### src/rtl/idm_pkg.sv
package idm_pkg;

  localparam int unsigned TYPE_W = 5;
  localparam int unsigned POS_W  = 32;
  localparam int unsigned SLOT_W = 7;

  // result action codes
  localparam logic [2:0] ACT_CLEARED  = 3'd0;
  localparam logic [2:0] ACT_DROPPED  = 3'd1;
  localparam logic [2:0] ACT_PUSHED   = 3'd2;
  localparam logic [2:0] ACT_MATCHED  = 3'd3;
  localparam logic [2:0] ACT_CMT_ENT  = 3'd4;
  localparam logic [2:0] ACT_CMT_EXIT = 3'd5;
  localparam logic [2:0] ACT_OVERFLOW = 3'd6;

  // entry event codes
  localparam logic [1:0] EV_NONE  = 2'd0;
  localparam logic [1:0] EV_ENTER = 2'd1;
  localparam logic [1:0] EV_EXIT  = 2'd2;

  localparam logic OP_LINE_START = 1'b0;

  typedef struct packed {
    logic              opcode;
    logic [TYPE_W-1:0] token_type;
    logic              may_open;
    logic [POS_W-1:0]  line_end_pos;
  } in_word_t;

  typedef struct packed {
    logic [2:0]        action;
    logic [SLOT_W-1:0] slot;
    logic [SLOT_W-1:0] partner_slot;
    logic [POS_W-1:0]  exit_pos;
    logic              last;
  } out_word_t;

  typedef enum logic [1:0] {
    KIND_CLEAR,
    KIND_COMMENT,
    KIND_TOKEN
  } kind_t;

  typedef struct packed {
    kind_t             kind;
    logic [TYPE_W-1:0] token_type;
    logic              may_open;
    logic [POS_W-1:0]  line_end_pos;
  } cmd_t;

  typedef struct packed {
    logic [TYPE_W-1:0] etype;
    logic              may_open;
    logic [1:0]        event_code;
  } entry_t;

endpackage

### src/rtl/idm_ram.sv
module idm_ram #(
  parameter int unsigned WIDTH = 8,
  parameter int unsigned DEPTH = 64
) (
  input  logic                     clk,
  input  logic                     we,
  input  logic [$clog2(DEPTH)-1:0] waddr,
  input  logic [WIDTH-1:0]         wdata,
  input  logic [$clog2(DEPTH)-1:0] raddr,
  output logic [WIDTH-1:0]         rdata
);

  logic [WIDTH-1:0] mem [DEPTH];
  logic [WIDTH-1:0] rdata_r;

  always_ff @(posedge clk) begin
    if (we) begin
      mem[waddr] <= wdata;
    end
    rdata_r <= mem[raddr];
  end

  assign rdata = rdata_r;

endmodule

### src/rtl/idm_front.sv
module idm_front (
  input  logic                   clk,
  input  logic                   rst_n,
  input  logic                   start,
  input  idm_pkg::in_word_t      in_word,
  input  logic [idm_pkg::TYPE_W-1:0] comment_code,
  input  logic                   pop,
  output logic                   busy,
  output logic                   head_valid,
  output idm_pkg::cmd_t          head
);

  idm_pkg::cmd_t q_r [2];
  logic          wr_ptr_r, rd_ptr_r;
  logic [1:0]    cnt_r;
  logic          push;
  idm_pkg::cmd_t cls;

  // classify the word on the way in
  always_comb begin
    cls.token_type   = in_word.token_type;
    cls.may_open     = in_word.may_open;
    cls.line_end_pos = in_word.line_end_pos;
    if (in_word.opcode == idm_pkg::OP_LINE_START) begin
      cls.kind = idm_pkg::KIND_CLEAR;
    end else if (in_word.token_type == comment_code) begin
      cls.kind = idm_pkg::KIND_COMMENT;
    end else begin
      cls.kind = idm_pkg::KIND_TOKEN;
    end
  end

  assign busy       = (cnt_r == 2'd2);
  assign push       = start && !busy;
  assign head_valid = (cnt_r != 2'd0);
  assign head       = q_r[rd_ptr_r];

  always_ff @(posedge clk) begin
    if (!rst_n) begin
      wr_ptr_r <= 1'b0;
      rd_ptr_r <= 1'b0;
      cnt_r    <= 2'd0;
    end else begin
      if (push) begin
        wr_ptr_r <= ~wr_ptr_r;
      end
      if (pop && head_valid) begin
        rd_ptr_r <= ~rd_ptr_r;
      end
      cnt_r <= cnt_r + 2'(push) - 2'(pop && head_valid);
    end
  end

  always_ff @(posedge clk) begin
    if (push) begin
      q_r[wr_ptr_r] <= cls;
    end
  end

endmodule

### src/rtl/idm_back.sv
module idm_back #(
  parameter int unsigned STACK_DEPTH = 64
) (
  input  logic               clk,
  input  logic               rst_n,
  input  logic               head_valid,
  input  idm_pkg::cmd_t      head,
  output logic               pop,
  output logic               out_valid,
  output idm_pkg::out_word_t out_word
);

  localparam int unsigned ADDR_W = $clog2(STACK_DEPTH);
  localparam int unsigned CNT_W  = $clog2(STACK_DEPTH + 1);

  typedef enum logic [2:0] {
    ST_IDLE,
    ST_COMMENT2,
    ST_SCAN,
    ST_PUSHC,
    ST_ADV,
    ST_ADVCHK
  } state_t;

  state_t             state_r, state_nxt;
  logic [CNT_W-1:0]   count_r, count_nxt;
  logic [CNT_W-1:0]   lb_r, lb_nxt;
  logic               cc_r, cc_nxt;
  logic [ADDR_W-1:0]  idx_r, idx_nxt;
  idm_pkg::cmd_t      cmd_r, cmd_nxt;
  logic               out_valid_r, out_valid_nxt;
  idm_pkg::out_word_t out_word_r, out_word_nxt;

  logic               we;
  logic [ADDR_W-1:0]  waddr, raddr;
  idm_pkg::entry_t    wdata, rdata;
  idm_pkg::cmd_t      tk;
  logic               full;

  idm_ram #(
    .WIDTH ($bits(idm_pkg::entry_t)),
    .DEPTH (STACK_DEPTH)
  ) u_ram (
    .clk   (clk),
    .we    (we),
    .waddr (waddr),
    .wdata (wdata),
    .raddr (raddr),
    .rdata (rdata)
  );

  assign full = (count_r >= CNT_W'(STACK_DEPTH));
  assign tk   = (state_r == ST_IDLE) ? head : cmd_r;

  always_comb begin
    state_nxt     = state_r;
    count_nxt     = count_r;
    lb_nxt        = lb_r;
    cc_nxt        = cc_r;
    idx_nxt       = idx_r;
    cmd_nxt       = cmd_r;
    out_valid_nxt = 1'b0;
    out_word_nxt  = '0;
    we            = 1'b0;
    waddr         = count_r[ADDR_W-1:0];
    wdata         = '0;
    raddr         = lb_r[ADDR_W-1:0];
    pop           = 1'b0;

    case (state_r)
      ST_IDLE: begin
        if (head_valid) begin
          pop     = 1'b1;
          cmd_nxt = head;
          out_word_nxt.last = 1'b1;
          if (head.kind == idm_pkg::KIND_CLEAR) begin
            count_nxt     = '0;
            lb_nxt        = '0;
            cc_nxt        = 1'b0;
            out_valid_nxt = 1'b1;
            out_word_nxt.action = idm_pkg::ACT_CLEARED;
          end else if (cc_r) begin
            out_valid_nxt = 1'b1;
            out_word_nxt.action = idm_pkg::ACT_DROPPED;
          end else if (head.kind == idm_pkg::KIND_COMMENT) begin
            out_valid_nxt     = 1'b1;
            out_word_nxt.last = 1'b0;
            out_word_nxt.slot = idm_pkg::SLOT_W'(count_r);
            if (!full) begin
              we        = 1'b1;
              wdata     = '{etype: head.token_type, may_open: head.may_open,
                            event_code: idm_pkg::EV_ENTER};
              count_nxt = count_r + 1'b1;
              out_word_nxt.action = idm_pkg::ACT_CMT_ENT;
            end else begin
              out_word_nxt.action = idm_pkg::ACT_OVERFLOW;
            end
            state_nxt = ST_COMMENT2;
          end else if (count_r > lb_r) begin
            raddr     = ADDR_W'(count_r - 1'b1);
            idx_nxt   = ADDR_W'(count_r - 1'b1);
            state_nxt = ST_SCAN;
          end else begin
            out_valid_nxt = 1'b1;
            if (!head.may_open) begin
              out_word_nxt.action = idm_pkg::ACT_DROPPED;
            end else begin
              out_word_nxt.slot = idm_pkg::SLOT_W'(count_r);
              if (!full) begin
                we        = 1'b1;
                wdata     = '{etype: head.token_type, may_open: 1'b1,
                              event_code: idm_pkg::EV_NONE};
                count_nxt = count_r + 1'b1;
                out_word_nxt.action = idm_pkg::ACT_PUSHED;
              end else begin
                out_word_nxt.action = idm_pkg::ACT_OVERFLOW;
              end
            end
          end
        end
      end
      ST_COMMENT2: begin
        out_valid_nxt     = 1'b1;
        out_word_nxt.last = 1'b1;
        out_word_nxt.slot = idm_pkg::SLOT_W'(count_r);
        if (!full) begin
          we        = 1'b1;
          wdata     = '{etype: tk.token_type, may_open: 1'b0,
                        event_code: idm_pkg::EV_EXIT};
          count_nxt = count_r + 1'b1;
          out_word_nxt.action   = idm_pkg::ACT_CMT_EXIT;
          out_word_nxt.exit_pos = tk.line_end_pos;
        end else begin
          out_word_nxt.action = idm_pkg::ACT_OVERFLOW;
        end
        cc_nxt    = 1'b1;
        state_nxt = ST_IDLE;
      end
      ST_SCAN: begin
        if (rdata.etype == tk.token_type && rdata.may_open &&
            rdata.event_code == idm_pkg::EV_NONE) begin
          out_valid_nxt     = 1'b1;
          out_word_nxt.last = 1'b1;
          out_word_nxt.slot = idm_pkg::SLOT_W'(count_r);
          if (full) begin
            out_word_nxt.action = idm_pkg::ACT_OVERFLOW;
            state_nxt = ST_IDLE;
          end else begin
            // mark the opener now, push the closer next cycle
            we    = 1'b1;
            waddr = idx_r;
            wdata = '{etype: tk.token_type, may_open: 1'b1,
                      event_code: idm_pkg::EV_ENTER};
            out_word_nxt.action       = idm_pkg::ACT_MATCHED;
            out_word_nxt.partner_slot = idm_pkg::SLOT_W'(idx_r);
            state_nxt = ST_PUSHC;
          end
        end else if (rdata.etype > tk.token_type || CNT_W'(idx_r) <= lb_r) begin
          out_valid_nxt     = 1'b1;
          out_word_nxt.last = 1'b1;
          state_nxt         = ST_IDLE;
          if (!tk.may_open) begin
            out_word_nxt.action = idm_pkg::ACT_DROPPED;
          end else begin
            out_word_nxt.slot = idm_pkg::SLOT_W'(count_r);
            if (!full) begin
              we        = 1'b1;
              wdata     = '{etype: tk.token_type, may_open: 1'b1,
                            event_code: idm_pkg::EV_NONE};
              count_nxt = count_r + 1'b1;
              out_word_nxt.action = idm_pkg::ACT_PUSHED;
            end else begin
              out_word_nxt.action = idm_pkg::ACT_OVERFLOW;
            end
          end
        end else begin
          raddr   = idx_r - 1'b1;
          idx_nxt = idx_r - 1'b1;
        end
      end
      ST_PUSHC: begin
        we        = 1'b1;
        wdata     = '{etype: tk.token_type, may_open: tk.may_open,
                      event_code: idm_pkg::EV_EXIT};
        count_nxt = count_r + 1'b1;
        state_nxt = (CNT_W'(idx_r) == lb_r) ? ST_ADV : ST_IDLE;
      end
      ST_ADV: begin
        if (lb_r < count_r) begin
          raddr     = lb_r[ADDR_W-1:0];
          state_nxt = ST_ADVCHK;
        end else begin
          state_nxt = ST_IDLE;
        end
      end
      ST_ADVCHK: begin
        if (rdata.event_code != idm_pkg::EV_NONE) begin
          lb_nxt    = lb_r + 1'b1;
          state_nxt = ST_ADV;
        end else begin
          state_nxt = ST_IDLE;
        end
      end
      default: begin
        state_nxt = ST_IDLE;
      end
    endcase
  end

  always_ff @(posedge clk) begin
    if (!rst_n) begin
      state_r     <= ST_IDLE;
      count_r     <= '0;
      lb_r        <= '0;
      cc_r        <= 1'b0;
      out_valid_r <= 1'b0;
    end else begin
      state_r     <= state_nxt;
      count_r     <= count_nxt;
      lb_r        <= lb_nxt;
      cc_r        <= cc_nxt;
      out_valid_r <= out_valid_nxt;
    end
    idx_r      <= idx_nxt;
    cmd_r      <= cmd_nxt;
    out_word_r <= out_word_nxt;
  end

  assign out_valid = out_valid_r;
  assign out_word  = out_word_r;

  a_count_range: assert property (@(posedge clk) disable iff (!rst_n)
    count_r <= CNT_W'(STACK_DEPTH))
    else $error("stack count beyond depth");

  a_bound_below_count: assert property (@(posedge clk) disable iff (!rst_n)
    lb_r <= count_r)
    else $error("lower bound above stack count");

  a_comment_pair: assert property (@(posedge clk) disable iff (!rst_n)
    (out_valid_r && !out_word_r.last) |=> out_valid_r && out_word_r.last)
    else $error("first comment word not followed by its exit word");

  a_pop_idle: assert property (@(posedge clk) disable iff (!rst_n)
    (state_r == ST_SCAN) |-> !pop)
    else $error("queue popped during scan");

endmodule

### src/rtl/inline_delimiter_matcher.sv
// Inline delimiter matcher: delimiter-stack span matching for one text line.
//
// Input channel: drive in_word with start high; the word is taken at a rising
// edge where start is high and busy is low. A two-word queue sits between the
// classifier and the stack engine, so busy rises only when both slots hold.
// Result channel: each result word shows on out_word for exactly one cycle with
// out_valid high. The receiver cannot stall; every word must be taken as shown.
// An accepted word passes the queue register and then the result register; a
// token that scans the stack also spends an ST_SCAN step on each entry read.
// A comment gives its second word in the cycle after its first. The engine
// pops a new word only in ST_IDLE: a line start, a drop or a push with nothing
// to scan stays there, a comment goes through ST_COMMENT2, a scan through
// ST_SCAN; a match adds ST_PUSHC to push the closer and, when the opener sat
// at the lower bound, ST_ADV and ST_ADVCHK per entry the bound steps over,
// ending in either. One stack read per cycle (registered read port, separate write port).
// Configuration: APB register 0 (byte address 0) holds the comment type code.
// Write only while idle; pready is tied high.
// Reset (rst_n low, synchronous) empties the stack, clears the lower bound,
// the comment flag, the queue and the comment code.
module inline_delimiter_matcher #(
  parameter int unsigned STACK_DEPTH = 64
) (
  input  logic               clk,
  input  logic               rst_n,
  // input channel
  input  logic               start,
  output logic               busy,
  input  idm_pkg::in_word_t  in_word,
  // result channel
  output logic               out_valid,
  output idm_pkg::out_word_t out_word,
  // configuration port
  input  logic               psel,
  input  logic               penable,
  input  logic               pwrite,
  input  logic [2:0]         paddr,
  input  logic [31:0]        pwdata,
  output logic [31:0]        prdata,
  output logic               pready
);

  logic [idm_pkg::TYPE_W-1:0] comment_code_r;
  logic                       cfg_wr;
  logic                       pop;
  logic                       head_valid;
  idm_pkg::cmd_t              head;

  // register 0 sits at byte address 0; paddr[2] picks the word
  assign pready = 1'b1;
  assign cfg_wr = psel && penable && pwrite && pready && !paddr[2];
  assign prdata = paddr[2] ? 32'd0 : 32'(comment_code_r);

  always_ff @(posedge clk) begin
    if (!rst_n) begin
      comment_code_r <= '0;
    end else if (cfg_wr) begin
      comment_code_r <= pwdata[idm_pkg::TYPE_W-1:0];
    end
  end

  // front: accept, classify, queue
  idm_front u_front (
    .clk          (clk),
    .rst_n        (rst_n),
    .start        (start),
    .in_word      (in_word),
    .comment_code (comment_code_r),
    .pop          (pop),
    .busy         (busy),
    .head_valid   (head_valid),
    .head         (head)
  );

  // back: scan the stack, push, mark and advance the bound
  idm_back #(
    .STACK_DEPTH (STACK_DEPTH)
  ) u_back (
    .clk        (clk),
    .rst_n      (rst_n),
    .head_valid (head_valid),
    .head       (head),
    .pop        (pop),
    .out_valid  (out_valid),
    .out_word   (out_word)
  );

endmodule
### config.mk
export PLATFORM = sky130hd
export DESIGN_NAME = inline_delimiter_matcher
export DESIGN_NICKNAME = d
export VERILOG_FILES = /design/src/rtl/idm_pkg.sv /design/src/rtl/idm_ram.sv /design/src/rtl/idm_front.sv /design/src/rtl/idm_back.sv /design/src/rtl/inline_delimiter_matcher.sv
export SDC_FILE = /design/constraint.sdc
export NUM_CORES = 1
export LEC_CHECK = 0
export ABC_AREA = 1
export BUFFER_PORTS_ARGS = -buffer_cell sky130_fd_sc_hd__buf_4
export CAP_MARGIN = 0
export CORE_UTILIZATION = 33
export CTS_CLUSTER_DIAMETER = 200
export CTS_CLUSTER_SIZE = 40
export DETAILED_ROUTE_END_ITERATION = 7
export GPL_ROUTABILITY_DRIVEN = 0
export GPL_TIMING_DRIVEN = 1
export SETUP_SLACK_MARGIN = 0.4
export SYNTH_ARGS = -nofsm -noshare
export SYNTH_HDL_FRONTEND = slang
export SYNTH_SLANG_ARGS = --single-unit
export TNS_END_PERCENT = 50
### constraint.sdc
create_clock -name clk -period 9.15 [get_ports clk]
set_input_delay 1.83 -clock clk [delete_from_list [all_inputs] [get_ports clk]]
set_output_delay 1.83 -clock clk [all_outputs]
set_load 0.02 [all_outputs]
# Yosys cells after proc, flatten, opt, wreduce, memory -nomap -nowiden
# Memory sizes are Yosys's and may differ from the RTL's. A register that Yosys moved wholly into a read port is not among the register bits.
# Cells that the tools add are included.
# classes
n_addsub,6
n_lt_le_gt_ge,5
muxes,118
n_bitwise,5
eq_ne,26
reduce_logical,28
# ops
cell,count
two-way mux 7 bit,17
two-way mux 8 bit,14
two-way mux 6 bit,17
two-way mux 10 bit,5
two-way mux 3 bit,16
two-way mux 38 bit,1
case mux 8 bit (4 select lines),1
two-way mux 1 bit,31
case mux 10 bit (3 select lines),1
case mux 7 bit (4 select lines),1
case mux 6 bit (2 select lines),2
"!= test 2 bit, second input constant",8
AND reduction 8 bit,2
case mux 3 bit (5 select lines),1
"adder 7 x 1 -> 7 bit, second input constant",2
case mux 7 bit (2 select lines),1
"subtractor 6 x 1 -> 6 bit, second input constant",2
equality test 5 bit,2
two-way mux 2 bit,5
nonzero test 2 bit,5
equality test 6 x 7 -> 1 bit,1
">= comparator 7 bit, second input constant",1
> comparator 7 bit,1
less-or-equal comparator 6 x 7 -> 1 bit,1
31 further kinds,50
# totals
ramBits,592
mem_count,2
regBits,122
in_bits,80
wordCells,209
# mem_list
name,words,width,read_ports,rd_ports_with_merged_regs,write_ports,line_no,source
u_back.u_ram.mem,64,8,1,1,1,idm_ram.sv:13,logic [WIDTH-1:0] mem [DEPTH];
u_front.q_r,2,40,1,1,1,idm_front.sv:13,idm_pkg::cmd_t q_r [2];

# Depth between registers and ports, before layout
# logic_depth
ltp_word,11
ltp_mapped,28
depth_no_buf,25

# Modules after synthesis
# A second synthesis with hierarchy kept.
# unflattened
hier_cells,2721
area_unflattened_um2,30377.9
# by_module_without_submodules
module,area_per_inst_um2,cells_each,n_inst,seq_area_each_um2
idm_ram,21291.7,1822,1,15534.9
idm_back,5360.1,648,1,2682.6
idm_front,3231.8,174,1,2502.4
inline_delimiter_matcher,494.2,77,1,100.1

# Worst setup path before layout
# OpenSTA, ideal clock, no wires.
# synth_timing
path_kind,reg-to-reg
startpoint,reg u_back.state_r[2]
endpoint,"mem u_back.u_ram.mem[0][4], data pin"
setup_ns,0.702
arrival_ns,5.214
stages_incl_launch_ff,18
slack_ns,3.234
cell_sequence,dfxtp_1 -> nor2_2 -> buf_6 -> nand2_1 -> inv_2 -> clkbuf_1 -> o21ai_0 -> ha_1 -> nand2_1 -> nor2_1 -> nand4_2 -> nand4_2 -> nand2_1 -> nor2_1 -> nand2_1 -> nand3_1 -> inv_1 -> o21ai_0
# synth_via
elab_chain_len,7
elab_cells_between_ends,17
classes_between,order compare (1); eq/ne (4); mux (8); reduce/logical (4)
# synth_rtl
element,line_no,source
"start, declared",idm_back.sv:25,"state_t state_r, state_nxt;"
"start signal, assigned",idm_back.sv:218,state_r <= state_nxt;
logical NOT 3 bit,"idm_back.sv:53, idm_back.sv:70",
two-way mux 38 bit,idm_back.sv:53,assign tk = (state_r == ST_IDLE) ? head : cmd_r;
"> comparator 5 bit, or another cell as far along",idm_back.sv:158,end else if (rdata.etype > tk.token_type || CNT_W'(idx_r) <= lb_r) begin
"logical OR 1 bit, or another cell as far along",idm_back.sv:158,
two-way mux 8 bit or logical AND 1 bit (tied branches),"idm_back.sv:158, idm_back.sv:140",
two-way mux 8 bit,idm_back.sv:140,if (rdata.etype == tk.token_type && rdata.may_open &&
case mux 8 bit (4 select lines) (*),idm_back.sv:70,case (state_r)
named net u_back.u_ram.wdata[4],idm_ram.sv:8,"input logic [WIDTH-1:0] wdata,"
"end, declared",idm_ram.sv:13,
# The timed path passes the listed nets; every way through them passes the cells marked *.

# Final worst setup path
# layout_timing
startpoint,reg u_back.state_r[2]
endpoint,reg u_back.u_ram.rdata_r[4] (netlist: u_back.u_ram.rdata[4]) (read register of u_back.u_ram.mem)
# layout_via
elab_chain_len,7
elab_cells_between_ends,11
classes_between,order compare (1); eq/ne (2); mux (4); reduce/logical (4)
# layout_rtl
element,line_no,source
logical NOT 3 bit,"idm_back.sv:53, idm_back.sv:70",
two-way mux 38 bit,idm_back.sv:53,
> comparator 5 bit or equality test 5 bit (tied branches),"idm_back.sv:158, idm_back.sv:140",
logical OR 1 bit or logical AND 1 bit (tied branches),"idm_back.sv:158, idm_back.sv:140",
two-way mux 6 bit or logical AND 1 bit (tied branches),"idm_back.sv:158, idm_back.sv:140",
two-way mux 6 bit,idm_back.sv:140,
case mux 6 bit (2 select lines) (*),idm_back.sv:70,
"end, declared",idm_ram.sv:14,logic [WIDTH-1:0] rdata_r;
# Mark *: on every way between the ends. The rest lies on a longest branch, timed or not.
# A chain may end at the register's enable or synchronous reset.

==> Implementation_results.wiki <==
{| class="wikitable"
! Metric !! Value
|-
| Number of remaining DRC errors || 0
|-
| Number of gates resized after CTS || 0
|-
| Count of clock tree sinks || 722
|-
| Core Footprint || 95300 um2
|-
| Sequential fraction of the synthesis area || 65.3%
|-
| Fraction of the cycle the final worst path needs || 72.1%
|-
| Rel. slew slack || 28.8%
|-
| Synth warn || 0
|-
| Number of buffers between clock root and the deepest sink || 3
|-
| Gate count of the mapped netlist || 2951
|-
| Number of vias per cell || 4.83
|-
| Max-cap violations || 0
|-
| Total non-filler cell area in the finished layout || 34400 um2
|-
| Post-synthesis area per instance || 10.8 um2
|-
| Number of global-route vias before repair || 19600
|-
| EDFF count, synth || 636
|-
| Family with the most delay on the worst path || simple AND/OR/NAND/NOR gates
|-
| Flop and latch count out of synthesis || 722
|-
| Worst path bufs/invs || 2
|-
| Global-route usage over all layers || 15.0%
|-
| Ordered cell list for the critical path || nor2_2 > nand2_1 > inv_2 > o21ai_0 > ha_1 > nand2_1 > nor2_1 > nand4_2 > nand4_2 > nand2_1 > nand3_1 > nand3_4 > nand2_8 > buf_12 > nand2_1 > nand3_1 > nand3_1 > nand3_1 > nand3_1 > nand3_1 > nand2_1
|-
| Post-Route Hold Slack || 0.459 ns
|-
| Fmax || 0.152 GHz
|-
| Post-Synthesis Cell Area || 31900 um2
|-
| TritonCTS Buffers || 22
|-
| Type of origin of the critical path || flop
|-
| Classification of the worst setup path || flop to flop
|-
| Antenna violations before repair || 1
|-
| Post-cts hold buffer count || 0
|-
| Post-layout minimum cycle time || 6.60 ns
|-
| Leakage power || 0.0137 uW
|-
| Async set-reset flop share out of synthesis || 0%
|-
| P&R area growth vs syn || 7.81%
|-
| Type of the worst min-delay path || flop to flop
|-
| Slew of the pin with the lowest slew margin || 1.06 ns
|-
| Number of DRC markers after the initial detailed-route iteration || 1778
|-
| Final total negative setup slack || 0 ns
|-
| Number of levels in the clock H-tree || 1
|-
| Cell row count || 113
|-
| RSZ-0062 raised after global routing || no
|-
| First-pass GRT wire length || 116000 um
|-
| Slowest-stage cell, CP || inv_2
|-
| Largest stage delay on the critical path || 0.82 ns
|-
| Clock latency reported for the late side of the worst-skew pair || 0.63 ns
|-
| Post-synth top flop || edfxtp_1
|-
| Fraction of layout instances using a drive strength above 1 || 8.26%
|-
| Number of nets in the final layout || 3055
|-
| Data required time at the worst endpoint || 9.65 ns
|-
| Most numerous cell on the critical path || nand3_1
|-
| Number of pins exceeding their max-slew limit in the final report || 0
|-
| Cell area power density || 336 nW/um2
|-
| Result of the run || completed
|-
| Distinct cell type count of the synthesized netlist || 54
|-
| TritonCTS clock tree || built
|-
| Worst clock skew || 0.0713 ns
|-
| Area after DPL || 33700 um2
|-
| Most common library cell in the layout ignoring fill and taps || edfxtp_1
|-
| Most frequent cells in the layout || edfxtp_1 (636), nand3_1 (569), nand2_1 (464)
|-
| Maximum number of pins on one net before global-route repair || 159
|-
| Data arrival time at the worst-slack endpoint || 7.10 ns
|-
| Post-detailed-placement half-perimeter wirelength || 44500 um
|-
| Antenna Violating Nets Remaining || 0
|-
| Critical-path maximum fanout || 112
|-
| Final Hold Viols || 0
|-
| Number of buffers inserted by post-CTS setup repair || 0
|-
| First drt pass iteration count || 6
|-
| Post-CTS clock slew at the launch and capture registers of the worst setup and hold paths || 0.15 ns
|-
| I/O Pins || 165
|-
| Library cell used as clock root buffer || clkbuf_16
|-
| Number of buffers added on ports || 106
|-
| Total Wirelength || 75300 um
|-
| Die height || 313 um
|-
| Final number of setup-violating endpoints || 0
|-
| Via count || 20400
|-
| Die area || 97900 um2
|-
| Initial standard-cell utilization of the core || 33.5%
|-
| Category of the worst setup path capture point || flop
|-
| Width of the chip || 313 um
|-
| Average wire length per cell after detail routing || 17.8 um
|-
| Remaining global-route overflow || 0
|-
| Worst voltage drop across the vdd grid || 393 uV
|}
==> area by class of cell <==
cell class	instances	area (um2)
diodes	1	2.50
clock buffers	38	632
multi-input cells	1633	8620
clock inverters	1	30.0
well taps	1265	1580
fillers	9455	60900
inverters	441	1660
flip-flops and latches	722	20800
repair buffers	132	1040
==> per-layer routing <==
metal  track usage (%)  vias to the layer above  wire length, um
met5                 0                        -               13
met4              3.79                        2             1830
met3              2.43                       98             5080
met2              25.0                      606            35700
met1              20.4                     9861            32700
li1                  -                     9870                -
==> cell usage after synthesis (4+ instances only) <==
cell type	count	area share [%]
nand2_1	467	5.5
o21ai_0	41	0.64
a21oi_1	40	0.63
nor2_1	157	1.8
xnor2_1	4	0.11
nor2_2	5	0.098
nor3_1	10	0.16
edfxtp_1	636	60
dfxtp_1	86	5.4
inv_1	423	5.0
clkbuf_1	33	0.39
inv_2	15	0.18
buf_6	12	0.42
nand2_2	5	0.098
buf_1	17	0.20
a211oi_1	5	0.12
xor2_1	10	0.27
nand3_1	570	8.9
nand3b_1	181	4.3
buf_4	51	1.2
ha_1	23	0.90
mux2_2	35	1.2
buf_2	69	1.1
==> metrics by stage <==
stage          std cells  setup WS, ns  total power (uW)  util, %
6_report            4233          2.55             11600     36.1
5_1_grt             4232          2.03             12300     36.1
4_1_cts             4232          2.54             11600     36.1
3_5_place_dp        4193          2.58             10200     35.4
3_3_place_gp        4193          2.62             10100     35.4
2_1_floorplan       2978          3.23              8420        -
==> flip-flops by register name, indices dropped and copies added (netlist names), 2 cells and up, named ones only <==
signal and cells:
u_back.count_r 7, u_back.lb_r 7, u_front.q_r 80, u_front.cnt_r 2, u_back.out_word 49, u_back.u_ram.mem 512, u_back.cmd_r 38, u_back.idx_r 6
u_back.state_r 3, comment_code_r 5, u_back.u_ram.rdata 8
==> kinds of logic after synthesis <==
group / Yosys count / synth area share [%]
fa+ha+maj: 23 / 0.902
mux: 38 / 1.33
compound gates: 114 / 2.06
simple gates: 1415 / 21.5
buf+inv: 623 / 8.49
xor+xnor: 14 / 0.384
other cells: 2 / 0.0235
flops: 722 / 65.3
==> final timing paths <==
kind,start,endpoint,slack (ns),cells past startpoint
setup / recovery,u_back.state_r[2]$_SDFFE_PN0P_,u_back.u_ram.rdata[4]$_DFF_P_,2.55,21
hold / removal,u_front.rd_ptr_r$_SDFFE_PN0P_,flop,0.46,1
setup reg to reg,u_back.state_r[2]$_SDFFE_PN0P_,u_back.u_ram.rdata[4]$_DFF_P_,2.55,21
hold reg to reg,u_front.rd_ptr_r$_SDFFE_PN0P_,flop,0.46,1
==> power by group <==
part / internal (uW) / total (uW) / switching (uW)
combinational: 1550 / 5800 / 4240
sequential: 4220 / 4320 / 105
clock: 488 / 1450 / 958
total: 6260 / 11600 / 5300
No activity file was read; power rests on OpenSTA's default activity.
